===== config.mk =====
export PLATFORM = sky130hd
export DESIGN_NAME = round_robin_time_slice_scheduler
export DESIGN_NICKNAME = d
export VERILOG_FILES = /design/src/rtl/core/rrts_pkg.sv /design/src/rtl/core/rrts_ctrl.sv /design/src/rtl/core/rrts_dp.sv /design/src/rtl/core/round_robin_time_slice_scheduler.sv
export SDC_FILE = /design/constraint.sdc
export NUM_CORES = 2
export LEC_CHECK = 0
export BUFFER_PORTS_ARGS = -buffer_cell sky130_fd_sc_hd__buf_2
export CORE_MARGIN = 8
export CORE_UTILIZATION = 60
export CTS_CLUSTER_DIAMETER = 80
export DETAILED_ROUTE_END_ITERATION = 8
export PLACE_DENSITY = 0.77
export SYNTH_ARGS = -nofsm -noshare
export SYNTH_HDL_FRONTEND = slang
export SYNTH_SLANG_ARGS = --single-unit

===== constraint.sdc =====
create_clock -name clk -period 11.06 [get_ports clk]
set_clock_uncertainty 0.15 [all_clocks]
set_input_delay 1.106 -clock clk [delete_from_list [all_inputs] [get_ports clk]]
set_output_delay 1.106 -clock clk [all_outputs]
set_load 0.02 [all_outputs]

===== src/rtl/core/rrts_pkg.sv =====
package rrts_pkg;

    // Table size and time base
    localparam int MAX_ENTRIES = 16;
    localparam int IDX_W       = $clog2(MAX_ENTRIES);
    localparam int CNT_W       = $clog2(MAX_ENTRIES + 1);
    localparam int TIME_W      = 16;
    localparam int QUANT_W     = 8;
    localparam int COUNT_W     = 5;
    localparam int CFG_DATA_W  = 8;
    localparam int CFG_IDX_W   = 1;
    localparam int ENTRY_W     = 4;

    // Configuration register indexes
    localparam logic [CFG_IDX_W-1:0] REG_QUANTUM = 1'b0;
    localparam logic [CFG_IDX_W-1:0] REG_COUNT   = 1'b1;

    // Item modes
    localparam logic MODE_LOAD = 1'b0;
    localparam logic MODE_TICK = 1'b1;

    // Commands from the controller to the datapath
    typedef struct packed {
        logic load;     // write one table entry
        logic capture;  // latch the ready vector for a tick
        logic commit;   // grant, update the table and issue the result
    } rrts_cmd_t;

endpackage


===== src/rtl/core/rrts_ctrl.sv =====
module rrts_ctrl
    import rrts_pkg::*;
(
    input  logic      clk,
    input  logic      rst_n,
    input  logic      start,
    input  logic      mode,
    output logic      busy,
    output rrts_cmd_t cmd
);

    localparam logic ST_IDLE   = 1'b0;
    localparam logic ST_SEARCH = 1'b1;

    logic state_reg;
    logic state_next;
    logic accept;

    assign accept = start && (state_reg == ST_IDLE);
    assign busy   = (state_reg != ST_IDLE);

    always_comb
    begin
        state_next  = state_reg;
        cmd.load    = 1'b0;
        cmd.capture = 1'b0;
        cmd.commit  = 1'b0;
        case (state_reg)
            ST_IDLE:
            begin
                if (accept)
                begin
                    if (mode == MODE_TICK)
                    begin
                        cmd.capture = 1'b1;
                        state_next  = ST_SEARCH;
                    end
                    else
                    begin
                        cmd.load = 1'b1;
                    end
                end
            end
            ST_SEARCH:
            begin
                cmd.commit = 1'b1;
                state_next = ST_IDLE;
            end
            default:
            begin
                state_next = ST_IDLE;
            end
        endcase
    end

    always_ff @(posedge clk or negedge rst_n)
    begin
        if (!rst_n)
        begin
            state_reg <= ST_IDLE;
        end
        else
        begin
            state_reg <= state_next;
        end
    end

endmodule


===== src/rtl/core/rrts_dp.sv =====
module rrts_dp
    import rrts_pkg::*;
(
    input  logic                  clk,
    input  logic                  rst_n,
    input  rrts_cmd_t             cmd,
    input  logic                  cfg_write,
    input  logic [CFG_IDX_W-1:0]  cfg_index,
    input  logic [CFG_DATA_W-1:0] cfg_data,
    input  logic [ENTRY_W-1:0]    entry_index,
    input  logic [TIME_W-1:0]     arrival_time,
    input  logic [TIME_W-1:0]     burst_length,
    output logic                  result_strobe,
    output logic [TIME_W-1:0]     tick_time,
    output logic [ENTRY_W-1:0]    running_entry,
    output logic                  idle,
    output logic                  finished,
    output logic [TIME_W-1:0]     finished_wait
);

    // Configuration
    logic [QUANT_W-1:0] quantum_reg;
    logic [COUNT_W-1:0] count_reg;

    // Entry table and scheduler state
    logic [TIME_W-1:0]      arrival_reg   [MAX_ENTRIES];
    logic [TIME_W-1:0]      remaining_reg [MAX_ENTRIES];
    logic [TIME_W-1:0]      wait_reg      [MAX_ENTRIES];
    logic [TIME_W-1:0]      now_reg;
    logic [IDX_W-1:0]       cur_reg;
    logic [QUANT_W-1:0]     slice_reg;
    logic [MAX_ENTRIES-1:0] rdy_reg;

    // Result registers
    logic                   strobe_reg;
    logic [TIME_W-1:0]      tick_time_reg;
    logic [ENTRY_W-1:0]     running_reg;
    logic                   idle_reg;
    logic                   finished_reg;
    logic [TIME_W-1:0]      fwait_reg;

    logic [CNT_W-1:0]         used_n;
    logic [MAX_ENTRIES-1:0]   rdy_now;
    logic [CNT_W-1:0]         nxt;
    logic [IDX_W-1:0]         start_idx;
    logic [2*MAX_ENTRIES-1:0] dbl;
    logic [MAX_ENTRIES-1:0]   rot;
    logic [IDX_W-1:0]         offset;
    logic [IDX_W:0]           sum;
    logic [IDX_W-1:0]         chosen;
    logic                     keep;
    logic                     found;
    logic [IDX_W-1:0]         grant;
    logic                     load_ok;

    // Clamp the entry count to the table size
    always_comb
    begin
        if (int'(count_reg) > MAX_ENTRIES)
        begin
            used_n = CNT_W'(MAX_ENTRIES);
        end
        else
        begin
            used_n = CNT_W'(count_reg);
        end
    end

    // Ready: in use, arrived and with work left
    always_comb
    begin
        for (int k = 0; k < MAX_ENTRIES; k++)
        begin
            rdy_now[k] = (CNT_W'(k) < used_n) && (arrival_reg[k] <= now_reg)
                         && (remaining_reg[k] != '0);
        end
    end

    // Keep the current entry or search circularly after it
    always_comb
    begin
        nxt = CNT_W'(cur_reg) + CNT_W'(1);
        if (nxt >= used_n)
        begin
            start_idx = '0;
        end
        else
        begin
            start_idx = nxt[IDX_W-1:0];
        end
        dbl    = {rdy_reg, rdy_reg};
        rot    = MAX_ENTRIES'(dbl >> start_idx);
        offset = '0;
        for (int j = MAX_ENTRIES - 1; j >= 0; j--)
        begin
            if (rot[j])
            begin
                offset = IDX_W'(j);
            end
        end
        sum = {1'b0, start_idx} + {1'b0, offset};
        if (int'(sum) >= MAX_ENTRIES)
        begin
            sum = sum - (IDX_W + 1)'(MAX_ENTRIES);
        end
        chosen = sum[IDX_W-1:0];
        keep   = rdy_reg[cur_reg] && (slice_reg < quantum_reg);
        found  = keep || (|rdy_reg);
        grant  = keep ? cur_reg : chosen;
    end

    assign load_ok = (int'(entry_index) < MAX_ENTRIES);

    always_ff @(posedge clk or negedge rst_n)
    begin
        if (!rst_n)
        begin
            quantum_reg <= QUANT_W'(1);
            count_reg   <= COUNT_W'(MAX_ENTRIES);
        end
        else if (cfg_write)
        begin
            case (cfg_index)
                REG_QUANTUM: quantum_reg <= cfg_data[QUANT_W-1:0];
                REG_COUNT:   count_reg   <= cfg_data[COUNT_W-1:0];
                default:     ;
            endcase
        end
    end

    always_ff @(posedge clk or negedge rst_n)
    begin
        if (!rst_n)
        begin
            for (int k = 0; k < MAX_ENTRIES; k++)
            begin
                arrival_reg[k]   <= '0;
                remaining_reg[k] <= '0;
                wait_reg[k]      <= '0;
            end
            now_reg    <= '0;
            cur_reg    <= '0;
            slice_reg  <= '0;
            rdy_reg    <= '0;
            strobe_reg <= 1'b0;
        end
        else
        begin
            strobe_reg <= cmd.commit;
            if (cmd.load && load_ok)
            begin
                arrival_reg[IDX_W'(entry_index)]   <= arrival_time;
                remaining_reg[IDX_W'(entry_index)] <= burst_length;
                wait_reg[IDX_W'(entry_index)]      <= '0;
            end
            if (cmd.capture)
            begin
                rdy_reg <= rdy_now;
            end
            if (cmd.commit)
            begin
                now_reg <= now_reg + TIME_W'(1);
                if (found)
                begin
                    for (int k = 0; k < MAX_ENTRIES; k++)
                    begin
                        if ((IDX_W'(k) != grant) && rdy_reg[k] && (wait_reg[k] != '1))
                        begin
                            wait_reg[k] <= wait_reg[k] + TIME_W'(1);
                        end
                    end
                    remaining_reg[grant] <= remaining_reg[grant] - TIME_W'(1);
                    cur_reg              <= grant;
                    slice_reg            <= keep ? slice_reg + QUANT_W'(1) : QUANT_W'(1);
                end
                else
                begin
                    slice_reg <= '0;
                end
            end
        end
    end

    // Result payload
    always_ff @(posedge clk)
    begin
        if (cmd.commit)
        begin
            tick_time_reg <= now_reg;
            idle_reg      <= !found;
            running_reg   <= found ? ENTRY_W'(grant) : '0;
            finished_reg  <= found && (remaining_reg[grant] == TIME_W'(1));
            fwait_reg     <= (found && (remaining_reg[grant] == TIME_W'(1)))
                             ? wait_reg[grant] : '0;
        end
    end

    assign result_strobe = strobe_reg;
    assign tick_time     = tick_time_reg;
    assign running_entry = running_reg;
    assign idle          = idle_reg;
    assign finished      = finished_reg;
    assign finished_wait = fwait_reg;

endmodule


===== src/rtl/core/round_robin_time_slice_scheduler.sv =====
// Round-robin time-slice scheduler over a sixteen-entry table.
// Input: raise start with mode, entry_index, arrival_time and burst_length;
// the item transfers at a rising edge where start is high and busy is low.
// A load (mode 0) writes one entry at the accepting edge; busy stays low.
// A tick (mode 1) latches the ready vector of every entry at the accepting
// edge; the search state that follows runs the rotating priority search,
// updates the table and registers the result. The result then appears on
// tick_time, running_entry, idle, finished and finished_wait as
// result_strobe goes high for exactly one cycle; busy is already low in
// that cycle, so the next tick can be accepted in the strobe cycle.
// Configuration: cfg_write, cfg_index and cfg_data write time_quantum
// (index 0) or entry_count (index 1) at any edge where cfg_write is high;
// write only while no tick is in progress.
// Reset (rst_n low, asynchronous) empties the table, clears time and the
// slice count and restores quantum 1 and entry count 16.
// The receiver cannot stall: every result transfers in its strobe cycle.
module round_robin_time_slice_scheduler
    import rrts_pkg::*;
(
    input  logic                  clk,
    input  logic                  rst_n,
    input  logic                  start,
    output logic                  busy,
    input  logic                  mode,
    input  logic [ENTRY_W-1:0]    entry_index,
    input  logic [TIME_W-1:0]     arrival_time,
    input  logic [TIME_W-1:0]     burst_length,
    input  logic                  cfg_write,
    input  logic [CFG_IDX_W-1:0]  cfg_index,
    input  logic [CFG_DATA_W-1:0] cfg_data,
    output logic                  result_strobe,
    output logic [TIME_W-1:0]     tick_time,
    output logic [ENTRY_W-1:0]    running_entry,
    output logic                  idle,
    output logic                  finished,
    output logic [TIME_W-1:0]     finished_wait
);

    // Command bundle from the sequencer to the table
    rrts_cmd_t cmd;

    rrts_ctrl u_ctrl (
        .clk   (clk),
        .rst_n (rst_n),
        .start (start),
        .mode  (mode),
        .busy  (busy),
        .cmd   (cmd)
    );

    rrts_dp u_dp (
        .clk           (clk),
        .rst_n         (rst_n),
        .cmd           (cmd),
        .cfg_write     (cfg_write),
        .cfg_index     (cfg_index),
        .cfg_data      (cfg_data),
        .entry_index   (entry_index),
        .arrival_time  (arrival_time),
        .burst_length  (burst_length),
        .result_strobe (result_strobe),
        .tick_time     (tick_time),
        .running_entry (running_entry),
        .idle          (idle),
        .finished      (finished),
        .finished_wait (finished_wait)
    );

endmodule

==> out/qor.yml <==
timing:
  setup_viol_count_final: 0
  period_minus_slack_ns: 9.77
  timing.final.max_slew_violations: 0
  timing.setup.tns_ns: 0
  max_clock_freq_mhz: 102
  fin_crit_sh_pct: 88.4
  tightest_slew_ns: 1.48
  hold_ws_ns: 0.331
  slew_headroom_pct: 1.28
  rsz0062_at_grt: "no"
  hold_violations: 0
worst_setup_path:
  start_kind: "flop"
  path_buf_inv: 3
  end_kind: "flop"
  crit_path_max_fanout: 20
  worst-path-stages: 32
  critPathKind: "flop to flop"
  startpoint: "u_dp.cur_reg[1]"
  path_delay_family: "compound AO/OA/AOI/OAI gates"
  path_common_cell: "ha_1"
  max_stage_delay_ns: 0.66
  endpoint: "u_dp.remaining_reg[95]"
  r2r_start: "u_dp.cur_reg[1]"
  slowest_stage: "o31ai_1"
  required_ns: 11.41
  arrival_ns: 10.13
  ff2ff_path_depth: 32
  rr_endpoint: "u_dp.remaining_reg[95]"
  rrSetupSlack_ns: 1.29
cells_and_area:
  register_area_mm2: 0.0218
  final_cell_mix: "nand2_1 (1672), dfrtp_1 (824), o21ai_0 (317)"
  synthToLayoutAreaGrowth_pct: 9.59
  final_common_cell: "nand2_1"
  fill_cells: 6897
  multi_input_area_mm2: 0.0278
  fin_nets: 6072
  layout-drive-gt1-share_pct: 11.7
  final_core_utilization_pct: 66.1
logic_synthesis:
  synth_compound_area_share_pct: 13.3
  yosys.area_share.simple_pct: 23.1
  ys_ff_latch: 865
  synth.avg_cell_area_um2: 8.85
  syn-cell-area_mm2: 0.0512
  synth_top_family_by_area: "simple AND/OR/NAND/NOR gates"
  yosysSeqAreaShare_pct: 42.6
  synthAdderAreaFrac_pct: 7.17
  synth_cell_type_count: 97
  synth-async-reset-ratio_pct: 95.6
  yosys.area_share.xor_xnor_pct: 0.716
  synth-warning-count: 0
  synth_edf_count: 38
  synthMuxAreaShare_pct: 9.60
  syn_inst: 5790
  synthFlopType: "dfrtp_1"
  synthesis.nets: 6133
clock_network:
  postCtsSetupBuffers: 0
  cts_tree: "yes"
  clk_latency_ns: 0.68
  root_buffer: "clkbuf_16"
  clk_path_buf_depth: 3
  clkSinkCount: 865
  cts_buffers: 94
  path_clk_slew_ns: 0.06
  cts_max_level: 3
place:
  hpwlAfterDp_um: 112000
  routabilityCongestion: 1.00
  port_buffers: 89
grt:
  first_global_vias: 44100
  overflow: 0
  grt_util_all_layers_pct: 35.5
  antenna_found_initial: 5
  grt_max_degree: 167
  grt_pass1_wl_um: 263000
status:
  status: "finished with violations"
  violations: "max-capacitance violations"
die:
  start_util_pct: 60.3
  die_area_mm2: 0.0950
  die_x_um: 308
  die-height_um: 308
  coreArea_mm2: 0.0849
  rows: 107
  pin_count: 90
hold_path:
  hold_class: "flop to flop"
detailed_routing:
  antenna_left: 0
  viasPerCell: 6.61
  dr.pass1.iters: 7
  via_count: 46000
  wl_per_cell_um: 24.7
  routed_wl_um: 172000
  drt_iter0_drc: 5823
  drc: 0
job:
  drv_cap: 1
[cells in the mapped netlist (all sizes together) (13+ instances only)]
master	count	area, µm²
and4	16	140
dfrtp	825	20600
ha	292	3650
nand2	1683	6320
nand2b	62	388
a21oi	200	1010
nor2b	72	450
mux2i	175	1800
buf	88	488
and2	20	125
o31ai	79	593
nor4	86	563
a31oi	63	407
clkbuf	265	996
o211ai	79	593
xnor2	32	288
nand4	91	569
a21o	36	270
o311ai	21	184
or3	13	81.3
nor3	60	300
o21ai	387	1970
mux2	217	2440
o21a	21	158
nor2	145	571
edfxtp	38	1140
nand3	278	1400
inv	75	282
a311o	35	350
mux4	30	676
a211oi	26	200
a311oi	40	357
and3	128	801
[cell type report]
cell class,instances,share of cell area [%]
Multi-Input combinational cell,4496,49.5
Sequential cell,865,38.9
Clock buffer,130,4.85
Tap cell,1144,2.55
Timing Repair Buffer,196,2.31
Clock inverter,47,1.37
Inverter,76,0.508
Antenna cell,2,0.00892
[timing repair]
action                     4_1_cts  5_1_grt
gates resized for setup          0        1
hold buffers                     0        0
setup endpoints to repair        0        3
[layer usage]
layer,routed length [µm],vias to the layer above,GRT usage (%)
li1,-,20500,-
met1,67600,22200,47.7
met2,74500,2660,53.3
met3,19100,655,8.09
met4,10700,2,19.1
met5,13,-,0
[cell families (layout without fill, tap and decap cells)]
logic type,count (synthesis),count (layout)
mux,422,422
other cells,0,2
xor+xnor,41,41
flops,865,865
simple gates,2671,2671
buf+inv,429,449
fa+ha+maj,293,293
compound gates,1069,1069
[worst register-to-register path: cells and delay by family (launching register included)]
kind / cells / cell delay [ns]
mux: 4 / 1.34
simple gates: 6 / 1.09
xor+xnor: 2 / 1.02
compound gates: 13 / 3.32
flops: 1 / 0.56
fa+ha+maj: 4 / 1.39
buf+inv: 3 / 0.72
[stage by stage]
stage / instance area, µm² / setup WS [ns] / instances
after global routing: 56100 / 0.475 / 6954
after CTS: 56100 / 1.09 / 6954
final: 56100 / 1.29 / 6956
after floorplan: 51200 / 3.03 / 5790
after global placement: 52600 / 1.25 / 6777
after detailed placement: 52600 / 1.09 / 6777
[worst min path at each step]
| stage | from | end | slack (ns) | depth (start not counted) |
|---|---|---|---|---|
| final | u_dp.arrival_reg[229] | u_dp.arrival_reg[229] | 0.33 | 2 |
| after global routing | u_dp.arrival_reg[127] | u_dp.arrival_reg[127] | 0.35 | 2 |
| after CTS | u_dp.wait_reg[222] | u_dp.wait_reg[222] | 0.33 | 1 |
| after detailed placement | u_dp.arrival_reg[90] | u_dp.arrival_reg[90] | 0.32 | 2 |
| after global placement | u_dp.wait_reg[215] | u_dp.wait_reg[215] | 0.31 | 1 |
| after floorplan | u_dp.now_reg[7] | u_dp.tick_time[7] | 0.27 | 0 |
Power is not shown: default switching activity piles up to over one toggle a cycle in this logic, so the estimate is an artifact.
